[config.mk]
export PLATFORM = sky130hd
export DESIGN_NAME = servo_pulse_controller_with_timeout
export DESIGN_NICKNAME = d
export VERILOG_FILES = /design/src/svpc_pkg.sv /design/src/svpc_csr.sv /design/src/svpc_scale.sv /design/src/svpc_state.sv /design/src/servo_pulse_controller_with_timeout.sv
export SDC_FILE = /design/constraint.sdc
export NUM_CORES = 2
export LEC_CHECK = 0
export ABC_AREA = 1
export ABC_CLOCK_PERIOD_IN_PS = 15900
export BUFFER_PORTS_ARGS = -buffer_cell sky130_fd_sc_hd__buf_2
export CORE_MARGIN = 4
export CORE_UTILIZATION = 40
export CTS_CLUSTER_SIZE = 25
export DETAILED_ROUTE_END_ITERATION = 7
export PLACE_DENSITY = 0.54
export SYNTH_ARGS = -nofsm -noshare
export SYNTH_HDL_FRONTEND = slang
export SYNTH_SLANG_ARGS = --single-unit
[constraint.sdc]
create_clock -name clock -period 15.9 [get_ports clock]
set_input_delay 3.18 -clock clock [delete_from_list [all_inputs] [get_ports clock]]
set_output_delay 3.18 -clock clock [all_outputs]
set_load 0.02 [all_outputs]
[src/svpc_pkg.sv]
`default_nettype none

package svpc_pkg;

   localparam int SERVO_COUNT = 3;
   localparam int PULSE_W     = 12;
   localparam int AGE_W       = 16;
   localparam int VALUE_W     = 16;
   localparam int LIMIT_W     = 16;
   localparam int CSR_IDX_W   = 3;
   localparam int CSR_DATA_W  = 32;

   // Widths along the angle scaling path.
   localparam int PROD_W      = 33;
   localparam int MAG_W       = 29;
   localparam int RECIP_W     = 30;
   localparam int RECIP_SHIFT = 35;
   localparam int RP_W        = MAG_W + RECIP_W;
   localparam int QUO_W       = RP_W - RECIP_SHIFT;
   localparam int QUOT_W      = QUO_W + 1;
   localparam int REM_W       = MAG_W + 1;
   localparam int PSUM_W      = QUOT_W + 1;

   // The angle span of 180 degrees is split into a shift by two and a divide by 45.
   localparam int DIV_REST = 45;
   localparam logic [RECIP_W-1:0] RECIP_45 =
      RECIP_W'((64'd1 << RECIP_SHIFT) / DIV_REST);

   localparam logic [PULSE_W-1:0] PULSE_MAX = {PULSE_W{1'b1}};
   localparam logic [AGE_W-1:0]   AGE_MAX   = {AGE_W{1'b1}};

   localparam logic [1:0] REQ_ANGLE = 2'd0;
   localparam logic [1:0] REQ_PULSE = 2'd1;
   localparam logic [1:0] REQ_TICK  = 2'd2;

   localparam logic [1:0] MODE_ACTIVE = 2'd0;
   localparam logic [1:0] MODE_MENU   = 2'd1;
   localparam logic [1:0] MODE_CAL    = 2'd2;
   localparam logic [1:0] MODE_NONE   = 2'd3;

   localparam logic [CSR_IDX_W-1:0] CSR_LIMITS_A  = 3'd0;
   localparam logic [CSR_IDX_W-1:0] CSR_LIMITS_B  = 3'd1;
   localparam logic [CSR_IDX_W-1:0] CSR_LIMITS_C  = 3'd2;
   localparam logic [CSR_IDX_W-1:0] CSR_CENTRE_A  = 3'd3;
   localparam logic [CSR_IDX_W-1:0] CSR_CENTRE_B  = 3'd4;
   localparam logic [CSR_IDX_W-1:0] CSR_CENTRE_C  = 3'd5;
   localparam logic [CSR_IDX_W-1:0] CSR_TIMEOUT   = 3'd6;
   localparam logic [CSR_IDX_W-1:0] CSR_SETTLE    = 3'd7;

   localparam logic [CSR_DATA_W-1:0] LIMITS_RESET  = 32'd131073000;
   localparam logic [PULSE_W-1:0]    CENTRE_RESET  = 12'd1500;
   localparam logic [AGE_W-1:0]      TIMEOUT_RESET = 16'd500;
   localparam logic [AGE_W-1:0]      SETTLE_RESET  = 16'd1000;

   typedef struct packed {
      logic [1:0]                req;
      logic [1:0]                idx;
      logic signed [VALUE_W-1:0] value;
      logic [1:0]                mode;
   } item_type;

   typedef struct packed {
      logic [SERVO_COUNT-1:0][CSR_DATA_W-1:0] limits;
      logic [SERVO_COUNT-1:0][PULSE_W-1:0]    centre;
      logic [AGE_W-1:0]                       timeout;
      logic [AGE_W-1:0]                       settle;
   } cfg_type;

   // Servo index three selects nothing useful; callers ignore the result then.
   function automatic logic [CSR_DATA_W-1:0] pick_limits(cfg_type cfg, logic [1:0] idx);
      logic [CSR_DATA_W-1:0] lim;
      unique case (idx)
         2'd1:    lim = cfg.limits[1];
         2'd2:    lim = cfg.limits[2];
         default: lim = cfg.limits[0];
      endcase
      return lim;
   endfunction

   function automatic logic [AGE_W-1:0] age_up(logic [AGE_W-1:0] age);
      return (age == AGE_MAX) ? AGE_MAX : age + AGE_W'(1);
   endfunction

endpackage

`default_nettype wire

[src/svpc_csr.sv]
`default_nettype none

module svpc_csr import svpc_pkg::*; (
   input  logic                  clock,
   input  logic                  reset,
   input  logic                  csr_valid,
   output logic                  csr_ready,
   input  logic [CSR_IDX_W-1:0]  csr_index,
   input  logic [CSR_DATA_W-1:0] csr_wdata,
   output cfg_type               cfg
);

   cfg_type cfg_ff;

   assign csr_ready = 1'b1;
   assign cfg       = cfg_ff;

   always_ff @(posedge clock) begin
      if (reset) begin
         for (int s = 0; s < SERVO_COUNT; s++) begin
            cfg_ff.limits[s] <= LIMITS_RESET;
            cfg_ff.centre[s] <= CENTRE_RESET;
         end
         cfg_ff.timeout <= TIMEOUT_RESET;
         cfg_ff.settle  <= SETTLE_RESET;
      end else if (csr_valid) begin
         unique case (csr_index)
            CSR_LIMITS_A: cfg_ff.limits[0] <= csr_wdata;
            CSR_LIMITS_B: cfg_ff.limits[1] <= csr_wdata;
            CSR_LIMITS_C: cfg_ff.limits[2] <= csr_wdata;
            CSR_CENTRE_A: cfg_ff.centre[0] <= csr_wdata[PULSE_W-1:0];
            CSR_CENTRE_B: cfg_ff.centre[1] <= csr_wdata[PULSE_W-1:0];
            CSR_CENTRE_C: cfg_ff.centre[2] <= csr_wdata[PULSE_W-1:0];
            CSR_TIMEOUT:  cfg_ff.timeout   <= csr_wdata[AGE_W-1:0];
            CSR_SETTLE:   cfg_ff.settle    <= csr_wdata[AGE_W-1:0];
            default:      cfg_ff.settle    <= cfg_ff.settle;
         endcase
      end
   end

endmodule

`default_nettype wire

[src/svpc_scale.sv]
`default_nettype none

module svpc_scale import svpc_pkg::*; (
   input  logic                     clock,
   input  logic                     reset,
   input  logic                     advance,
   input  logic                     in_valid,
   input  item_type                 in_item,
   input  cfg_type                  cfg,
   output logic                     out_valid,
   output item_type                 out_item,
   output logic signed [QUOT_W-1:0] out_quot
);

   logic s0_valid_ff, s1_valid_ff, s2_valid_ff, s3_valid_ff;
   item_type s0_item_ff, s1_item_ff, s2_item_ff, s3_item_ff;

   logic [CSR_DATA_W-1:0]     s0_lim;
   logic signed [PROD_W-1:0]  s0_val_ext;
   logic signed [PROD_W-1:0]  s0_diff_ext;
   logic signed [PROD_W-1:0]  s1_prod_in, s1_prod_ff;

   logic [PROD_W-1:0]         s1_mag;
   logic [MAG_W-1:0]          s2_mag_in, s2_mag_ff;
   logic [RP_W-1:0]           s2_rp_in, s2_rp_ff;
   logic                      s2_neg_ff;

   logic [QUO_W-1:0]          s2_q0, s2_q;
   logic [REM_W-1:0]          s2_q0x45, s2_rem;
   logic signed [QUOT_W-1:0]  s3_quot_in, s3_quot_ff;

   // Stage 1: degrees times the servo's span (max - min).
   always_comb begin
      s0_lim      = pick_limits(cfg, s0_item_ff.idx);
      s0_val_ext  = PROD_W'(s0_item_ff.value);
      s0_diff_ext = $signed({(PROD_W-LIMIT_W)'(0), s0_lim[2*LIMIT_W-1:LIMIT_W]})
                  - $signed({(PROD_W-LIMIT_W)'(0), s0_lim[LIMIT_W-1:0]});
      s1_prod_in  = s0_val_ext * s0_diff_ext;
   end

   // Stage 2: the magnitude divided by four, times the reciprocal of 45.
   always_comb begin
      s1_mag    = s1_prod_ff[PROD_W-1] ? PROD_W'(-s1_prod_ff) : PROD_W'(s1_prod_ff);
      s2_mag_in = s1_mag[MAG_W+1:2];
      s2_rp_in  = RP_W'(s2_mag_in) * RP_W'(RECIP_45);
   end

   // Stage 3: the estimate is at most one low, so one remainder check fixes it.
   always_comb begin
      s2_q0    = s2_rp_ff[RP_W-1:RECIP_SHIFT];
      s2_q0x45 = (REM_W'(s2_q0) << 5) + (REM_W'(s2_q0) << 3)
               + (REM_W'(s2_q0) << 2) + REM_W'(s2_q0);
      s2_rem   = REM_W'(s2_mag_ff) - s2_q0x45;
      s2_q     = (s2_rem >= REM_W'(DIV_REST)) ? s2_q0 + QUO_W'(1) : s2_q0;
      s3_quot_in = s2_neg_ff ? -$signed({1'b0, s2_q}) : $signed({1'b0, s2_q});
   end

   always_ff @(posedge clock) begin
      if (reset) begin
         s0_valid_ff <= 1'b0;
         s1_valid_ff <= 1'b0;
         s2_valid_ff <= 1'b0;
         s3_valid_ff <= 1'b0;
      end else if (advance) begin
         s0_valid_ff <= in_valid;
         s1_valid_ff <= s0_valid_ff;
         s2_valid_ff <= s1_valid_ff;
         s3_valid_ff <= s2_valid_ff;
      end
   end

   always_ff @(posedge clock) begin
      if (advance) begin
         s0_item_ff <= in_item;
         s1_item_ff <= s0_item_ff;
         s1_prod_ff <= s1_prod_in;
         s2_item_ff <= s1_item_ff;
         s2_mag_ff  <= s2_mag_in;
         s2_rp_ff   <= s2_rp_in;
         s2_neg_ff  <= s1_prod_ff[PROD_W-1];
         s3_item_ff <= s2_item_ff;
         s3_quot_ff <= s3_quot_in;
      end
   end

   assign out_valid = s3_valid_ff;
   assign out_item  = s3_item_ff;
   assign out_quot  = s3_quot_ff;

endmodule

`default_nettype wire

[src/svpc_state.sv]
`default_nettype none

module svpc_state import svpc_pkg::*; (
   input  logic                     clock,
   input  logic                     reset,
   input  logic                     advance,
   input  logic                     in_valid,
   input  item_type                 in_item,
   input  logic signed [QUOT_W-1:0] in_quot,
   input  cfg_type                  cfg,
   output logic                     rsp_valid,
   output logic [PULSE_W-1:0]       rsp_pulse_a,
   output logic [PULSE_W-1:0]       rsp_pulse_b,
   output logic [PULSE_W-1:0]       rsp_pulse_c,
   output logic                     rsp_drive_enabled,
   output logic                     rsp_timed_out,
   output logic [PULSE_W-1:0]       rsp_applied_pulse
);

   logic [SERVO_COUNT-1:0][PULSE_W-1:0] pulse_ff, pulse_in;
   logic             drive_on_ff, drive_on_in;
   logic [1:0]       prev_mode_ff, prev_mode_in;
   logic [AGE_W-1:0] cmd_age_ff, cmd_age_in;
   logic [AGE_W-1:0] idle_age_ff, idle_age_in;

   logic             rsp_valid_ff;
   logic             timed_out_ff, timed_out_in;
   logic [PULSE_W-1:0] applied_ff, applied_in;

   logic                      fire;
   logic                      is_set, is_tick, entered;
   logic [CSR_DATA_W-1:0]     lim;
   logic [LIMIT_W-1:0]        lo, hi, clamped;
   logic signed [PSUM_W-1:0]  raw, lo_ext, hi_ext;

   assign fire    = advance && in_valid;
   assign is_set  = ((in_item.req == REQ_ANGLE) || (in_item.req == REQ_PULSE))
                 && (in_item.idx != 2'd3);
   assign is_tick = (in_item.req == REQ_TICK);

   // Clamp to the servo's limits, min first, then saturate to the store width.
   always_comb begin
      lim    = pick_limits(cfg, in_item.idx);
      lo     = lim[LIMIT_W-1:0];
      hi     = lim[2*LIMIT_W-1:LIMIT_W];
      lo_ext = $signed({(PSUM_W-LIMIT_W)'(0), lo});
      hi_ext = $signed({(PSUM_W-LIMIT_W)'(0), hi});
      if (in_item.req == REQ_ANGLE) begin
         raw = PSUM_W'(in_quot) + lo_ext;
      end else begin
         raw = PSUM_W'(in_item.value);
      end
      priority if (raw < lo_ext) begin
         clamped = lo;
      end else if (raw > hi_ext) begin
         clamped = hi;
      end else begin
         clamped = raw[LIMIT_W-1:0];
      end
      applied_in = (clamped > LIMIT_W'(PULSE_MAX)) ? PULSE_MAX : clamped[PULSE_W-1:0];
   end

   always_comb begin
      pulse_in     = pulse_ff;
      drive_on_in  = drive_on_ff;
      prev_mode_in = prev_mode_ff;
      cmd_age_in   = cmd_age_ff;
      idle_age_in  = idle_age_ff;
      timed_out_in = 1'b0;
      entered      = (in_item.mode != prev_mode_ff);
      if (is_set) begin
         pulse_in[in_item.idx] = applied_in;
         cmd_age_in = '0;
      end else if (is_tick) begin
         prev_mode_in = in_item.mode;
         cmd_age_in   = age_up(cmd_age_ff);
         idle_age_in  = age_up(idle_age_ff);
         priority if (in_item.mode == MODE_CAL) begin
            drive_on_in = 1'b0;
         end else if (in_item.mode == MODE_MENU) begin
            if (entered) begin
               pulse_in    = cfg.centre;
               drive_on_in = 1'b1;
               idle_age_in = '0;
            end else if (drive_on_ff && (idle_age_in >= cfg.settle)) begin
               drive_on_in = 1'b0;
            end
         end else begin
            // Active mode; an undefined mode code behaves the same.
            if (!drive_on_ff) begin
               pulse_in    = cfg.centre;
               drive_on_in = 1'b1;
            end
            if (cmd_age_in >= cfg.timeout) begin
               pulse_in     = cfg.centre;
               timed_out_in = 1'b1;
            end
         end
      end
   end

   always_ff @(posedge clock) begin
      if (reset) begin
         pulse_ff     <= '0;
         drive_on_ff  <= 1'b0;
         prev_mode_ff <= MODE_NONE;
         cmd_age_ff   <= '0;
         idle_age_ff  <= '0;
         rsp_valid_ff <= 1'b0;
      end else if (advance) begin
         rsp_valid_ff <= in_valid;
         if (in_valid) begin
            pulse_ff     <= pulse_in;
            drive_on_ff  <= drive_on_in;
            prev_mode_ff <= prev_mode_in;
            cmd_age_ff   <= cmd_age_in;
            idle_age_ff  <= idle_age_in;
         end
      end
   end

   always_ff @(posedge clock) begin
      if (fire) begin
         timed_out_ff <= timed_out_in;
         applied_ff   <= is_set ? applied_in : '0;
      end
   end

   assign rsp_valid         = rsp_valid_ff;
   assign rsp_pulse_a       = pulse_ff[0];
   assign rsp_pulse_b       = pulse_ff[1];
   assign rsp_pulse_c       = pulse_ff[2];
   assign rsp_drive_enabled = drive_on_ff;
   assign rsp_timed_out     = timed_out_ff;
   assign rsp_applied_pulse = applied_ff;

   a_timeout_drives: assert property (@(posedge clock) disable iff (reset)
      rsp_valid_ff && timed_out_ff |-> drive_on_ff)
      else $error("timeout reported while drive is off");

   a_timeout_centres: assert property (@(posedge clock) disable iff (reset)
      rsp_valid_ff && timed_out_ff |-> (pulse_ff == cfg.centre))
      else $error("timeout did not recentre the servos");

   a_set_clears_age: assert property (@(posedge clock) disable iff (reset)
      fire && is_set |=> (cmd_age_ff == '0))
      else $error("set word did not clear the command age");

   a_cal_stops_drive: assert property (@(posedge clock) disable iff (reset)
      fire && is_tick && (in_item.mode == MODE_CAL) |=> !drive_on_ff)
      else $error("calibration tick left the drive on");

endmodule

`default_nettype wire

[src/servo_pulse_controller_with_timeout.sv]
// Throughput: one word per cycle while the result register is empty or being taken;
// a word passes the input register, three scaling stages for the angle multiply and
// divide by 180, and the state update, each of them a register.
// Reset is synchronous and active high: pulses read zero, the drive is off, ages are
// zero, the previous mode is none and the configuration registers take their defaults.
`default_nettype none

module servo_pulse_controller_with_timeout import svpc_pkg::*; (
   input  logic                      clock,
   input  logic                      reset,
   input  logic                      req_valid,
   output logic                      req_ready,
   input  logic [1:0]                req_type,
   input  logic [1:0]                req_servo_index,
   input  logic signed [VALUE_W-1:0] req_value,
   input  logic [1:0]                req_mode,
   output logic                      rsp_valid,
   input  logic                      rsp_ready,
   output logic [PULSE_W-1:0]        rsp_pulse_a,
   output logic [PULSE_W-1:0]        rsp_pulse_b,
   output logic [PULSE_W-1:0]        rsp_pulse_c,
   output logic                      rsp_drive_enabled,
   output logic                      rsp_timed_out,
   output logic [PULSE_W-1:0]        rsp_applied_pulse,
   input  logic                      csr_valid,
   output logic                      csr_ready,
   input  logic [CSR_IDX_W-1:0]      csr_index,
   input  logic [CSR_DATA_W-1:0]     csr_wdata
);

   cfg_type  cfg;
   item_type in_item, sc_item;
   logic     sc_valid;
   logic     advance;
   logic signed [QUOT_W-1:0] sc_quot;

   // The whole pipeline moves whenever the result register is empty or being taken.
   assign advance   = !rsp_valid || rsp_ready;
   assign req_ready = advance;

   assign in_item.req   = req_type;
   assign in_item.idx   = req_servo_index;
   assign in_item.value = req_value;
   assign in_item.mode  = req_mode;

   svpc_csr u_csr (
      .clock     (clock),
      .reset     (reset),
      .csr_valid (csr_valid),
      .csr_ready (csr_ready),
      .csr_index (csr_index),
      .csr_wdata (csr_wdata),
      .cfg       (cfg)
   );

   svpc_scale u_scale (
      .clock     (clock),
      .reset     (reset),
      .advance   (advance),
      .in_valid  (req_valid),
      .in_item   (in_item),
      .cfg       (cfg),
      .out_valid (sc_valid),
      .out_item  (sc_item),
      .out_quot  (sc_quot)
   );

   svpc_state u_state (
      .clock             (clock),
      .reset             (reset),
      .advance           (advance),
      .in_valid          (sc_valid),
      .in_item           (sc_item),
      .in_quot           (sc_quot),
      .cfg               (cfg),
      .rsp_valid         (rsp_valid),
      .rsp_pulse_a       (rsp_pulse_a),
      .rsp_pulse_b       (rsp_pulse_b),
      .rsp_pulse_c       (rsp_pulse_c),
      .rsp_drive_enabled (rsp_drive_enabled),
      .rsp_timed_out     (rsp_timed_out),
      .rsp_applied_pulse (rsp_applied_pulse)
   );

endmodule

`default_nettype wire
# Word level (Yosys, flattened, before mapping)
# Index checks and enable logic that the tools add are counted.
# totals
elab_cells	144
latch_bits	0
ff_bits	488
romBits	0
memories	0
ramBits	0
# classes
bitwise	2
multipliers	2
add_sub_neg	11
n_lt_le_gt_ge	8
n_div	0
eq_ne	23
n_mux	31
n_reduce_logical	23
shifts	0
# op_table
cell	count
36-bit 2-to-1 mux	7
16-bit 2-to-1 mux	9
32-bit case mux with 2 select lines	2
29-bit by 30-bit multiplier with 59-bit output (second input constant)	1
24-bit 2-to-1 mux	2
36-bit bitwise mux	1
16-bit by 17-bit multiplier with 33-bit output	1
16-bit by 1-bit adder with 16-bit output (second input constant)	2
16-bit == test (second input constant)	2
16-bit >= comparator	2
31-bit 2-to-1 mux	1
31-bit negator	1
29-bit by 27-bit adder with 30-bit output	1
30-bit by 24-bit adder with 30-bit output	1
30-bit by 26-bit adder with 30-bit output	1
30-bit by 6-bit >= comparator with 1-bit output (second input constant)	1
29-bit by 30-bit subtractor with 30-bit output	1
25-bit by 17-bit adder with 26-bit output	1
26-bit by 17-bit greater-than comparator with 1-bit output	1
26-bit by 17-bit < comparator with 1-bit output	1
26-bit 2-to-1 mux	1
24-bit negator with 25-bit output	1
24-bit by 1-bit adder with 24-bit output (second input constant)	1
12-bit demux with 2-bit select	1
30 further kinds	57

# Longest topological paths before layout
# depth
ltp_word	11
depth_mapped	51
depth_no_buf	51

# Cells and area by module
# Synthesis repeated with hierarchy kept, for this count alone.
# unflattened
hier_cells	6422
hier_area_um2	51184.1
# modules_own_cells
mod	instances	cells_each	seq_area_each_um2	area_each_um2
svpc_scale	1	4025	6055.8	35869.4
svpc_state	1	1530	1831.8	9108.7
svpc_csr	1	865	3283.1	6198.4
servo_pulse_controller_with_timeout	1	2	0.0	7.5

# Least setup slack after synthesis
# No wires, ideal clock.
# synth_timing
path_type	input port to output port
startpoint	input port rsp_ready
endpoint	output port req_ready
stages	2
path_buffers	0
t_required_ns	12.720
arrival_ns	7.283
setup_slack_ns	5.437
path_cell_list	nor2_1 inv_1
# synth_via
elab_chain_cells	1
# synth_rtl
item	line	rtl
start: declaration	servo_pulse_controller_with_timeout.sv:18	input logic rsp_ready,
1-bit logical OR	servo_pulse_controller_with_timeout.sv:38	assign advance = !rsp_valid || rsp_ready;
end: declaration	servo_pulse_controller_with_timeout.sv:12	output logic req_ready,
# No other way between the ends.

# Worst setup path after layout
# layout_timing
startpoint	register u_scale.s0_item_ff[19] (netlist bit)
endpoint	register u_scale.s1_prod_ff[30], data pin
# layout_via
elab_chain_cells	4
elab_cells_between_ends	5
# layout_rtl
item	line	rtl
start: declaration	svpc_scale.sv:16	item_type s0_item_ff, s1_item_ff, s2_item_ff, s3_item_ff;
start signal: assignment	svpc_scale.sv:74	s0_item_ff <= in_item;
2-bit == test / 2-bit by 1-bit == test with 1-bit output (equally long branches)	svpc_pkg.sv:72	unique case (idx)
32-bit case mux with 2 select lines *	svpc_pkg.sv:72	
16-bit by 16-bit subtractor with 17-bit output *	svpc_scale.sv:37	- $signed({(PROD_W-LIMIT_W)'(0), s0_lim[LIMIT_W-1:0]});
16-bit by 17-bit multiplier with 33-bit output *	svpc_scale.sv:38	s1_prod_in = s0_val_ext * s0_diff_ext;
named net u_scale.s1_prod_in[30]	svpc_scale.sv:21	logic signed [PROD_W-1:0] s1_prod_in, s1_prod_ff;
end signal: assignment	svpc_scale.sv:76	s1_prod_ff <= s1_prod_in;
end: declaration	svpc_scale.sv:21	
# Mark *: on every way through the listed nets, which the timed path passes. The rest lies on a longest branch.
# A chain may end at the register's enable or synchronous reset.

==> flow_summary.toml <==
[run_status]
run_status = "complete, no violations"

[synthesis]
synthCells = 6144
netlist-cell-type-count = 60
synth_top_area_share = 0.2312
syn_area_mm2 = 0.04997
ys_warn_count = 0
synth_top_cell_by_area = "fa_1"
synth.net_count = 7336
yosys_register_bits = 452
seq_area_frac_synth = 0.2235
synth_area_per_cell_um2 = 8.133
synthTopCellsByArea = "fa_1 (23%), ha_1 (14%), edfxtp_1 (13%)"

[cells_and_area]
mostFrequentLayoutCells = "inv_1 (1,311), nand2_1 (1,207), fa_1 (577)"
nets = 7404
filler_cell_count = 12577
area.growth.synth_to_final_pct = 8.611
utilization = 0.4378
final_common_cell = "inv_1"
layout-drive-gt1-share = 0.05657
finalInstanceArea_mm2 = 0.05427

[route]
drtIter0Drc = 2875
ant_nets = 0
viasPerCell = 5.028
vias = 39703
wl_per_cell_um = 18.64
dr.pass1.iters = 6
routed_wl_mm = 147.2
remaining_drc_errors = 0

[cts]
ctsHoldBuffers = 0
cts-root-buf = "clkbuf_16"
clk_pin_slew_ns = 0.06
cts_max_level = 2
cts.repair.resized = 0
cts_setup_buffers = 0
cts_made_buffers = 54
clk_latency_ns = 0.66
tritoncts = "yes"
cts.sinks = 452
max-clock-path-buffers = 3

[grt]
grt_max_degree = 169
overflow = 0
grt_pass1_vias = 39621
antenna_found_initial = 5
grtUsageTotal = 0.2266
grt_pass1_wl_mm = 232.2

[die]
start_util = 0.4031
die_y_um = 361.5
rows = 129
core_mm2 = 0.1240
ioPinCount = 115
dieArea_mm2 = 0.1306
die_w_um = 361.5

[sta]
final_max_slew_viol_count = 0
fmax_ghz = 0.09445
tns_ns = 0
period_needed_ns = 10.59
clock_skew_ns = 0.04991
hold_slack_ns = 0.3936
period_share = 0.6659
setup_viol = 0
tightest_slew_ns = 1.307
rsz0062_at_grt = "no"
hold_violations = 0
slew_headroom = 0.1256

[worst_setup_path]
cp-start-kind = "register"
required_ns = 16.26
path_class = "reg2reg"
critPathTopFamily = "adder cells"
slowest_delay_ns = 0.75
cp-end-kind = "register"
crit_buf_inv = 9
crit_fanout = 22
critPathSlowestCell = "ha_1"
critPathArrivalTime_ns = 10.95
crit_top_cell = "inv_1"

[place]
portBuffers = 113
dpl.hpwl_mm = 120.0
gp_congestion = 0.9640
place_area_mm2 = 0.05238

[worst_hold_path]
hold_path_class = "reg2reg"

[run]
cap_violations = 0
final timing paths:
kind / from / endpoint / slack [ns] / cells after the start
worst min register to register: u_scale.s1_item_ff[14] / u_scale.s2_item_ff[14] / 0.39 / 0
worst min-delay path: u_scale.s1_item_ff[14] / u_scale.s2_item_ff[14] / 0.39 / 0
worst max register to register: u_scale.s0_item_ff[19] / u_scale.s1_prod_ff[30] / 5.31 / 41
worst max-delay path: u_scale.s0_item_ff[19] / u_scale.s1_prod_ff[30] / 5.31 / 41
per-layer routing:
| layer | global-route usage | vias to the layer above | share of wire |
|---|---|---|---|
| met5 | 0 | - | 0 |
| met4 | 0.05392 | 0 | 0.026 |
| met3 | 0.03471 | 185 | 0.056 |
| met2 | 0.3678 | 947 | 0.46 |
| met1 | 0.3193 | 19222 | 0.46 |
| li1 | - | 19349 | - |
area by class of cell:
cell class,instances,area [µm²],share of cell area
Multi-Input combinational cell,4209,33200,0.6118
Clock buffer,63,1425,0.02626
Antenna cell,2,5.005,0.00009221
Timing Repair Buffer,161,938.4,0.01729
Clock inverter,39,465.4,0.008576
Sequential cell,452,11170,0.2058
Inverter,1334,5017,0.09245
Tap cell,1637,2048,0.03774
cells in the mapped netlist (all sizes together):
cell	instances
a211oi	5
a21boi	6
a21o	12
a21oi	342
a221o	18
a221oi	1
a31oi	11
and2	6
and3	3
buf	25
clkbuf	124
clkinv	13
conb	1
dfxtp	240
edfxtp	212
fa	577
ha	553
inv	1321
mux2i	13
nand2	1233
nand2b	1
nand3	219
nand3b	17
nand4	67
nor2	510
nor2b	1
nor3	39
nor3b	2
nor4	8
o2111a	1
o2111ai	2
o211a	1
o211ai	27
o21a	14
o21ai	295
o21bai	6
o221ai	17
o22ai	12
o2bb2ai	3
o31ai	7
or2	22
or3	1
xnor2	54
xor2	102
cell families after synthesis:
family                     count (synthesis)  synth area share
AOI/OAI and AO/OA                        780           0.08668
xor gates and xnor gates                 156           0.02734
adders and majority gates               1130            0.3696
buffers and inverters                   1483            0.1125
DFF                                      452            0.2235
muxes                                     13          0.002604
other                                      1        0.00007504
and+or+nand+nor                         2129            0.1776
flip-flops by register name, indices dropped and copies added, names as in the netlist, 2 cells and up:
register	flops
u_state.rsp_pulse_a	12
u_state.prev_mode_ff	2
u_scale.s2_rp_ff	26
u_scale.s2_mag_ff	27
u_state.idle_age_ff	16
u_state.rsp_applied_pulse	12
u_scale.out_quot	25
u_state.rsp_pulse_b	12
u_scale.s0_item_ff	22
u_scale.s1_prod_ff	32
u_state.cmd_age_ff	16
u_scale.s1_item_ff	22
u_csr.cfg	164
u_scale.s2_item_ff	22
u_scale.out_item	22
u_state.rsp_pulse_c	12
metrics by stage:
stage	instances	setup slack (ns)
floorplan	6144	5.437
global placement	7793	5.738
detailed placement	7793	5.472
CTS	7895	5.400
global route	7895	4.537
finish	7897	5.312
Power is left out: the tool's default activity adds up to more than one toggle a clock period on the data nets, which glitch-free logic cannot reach.
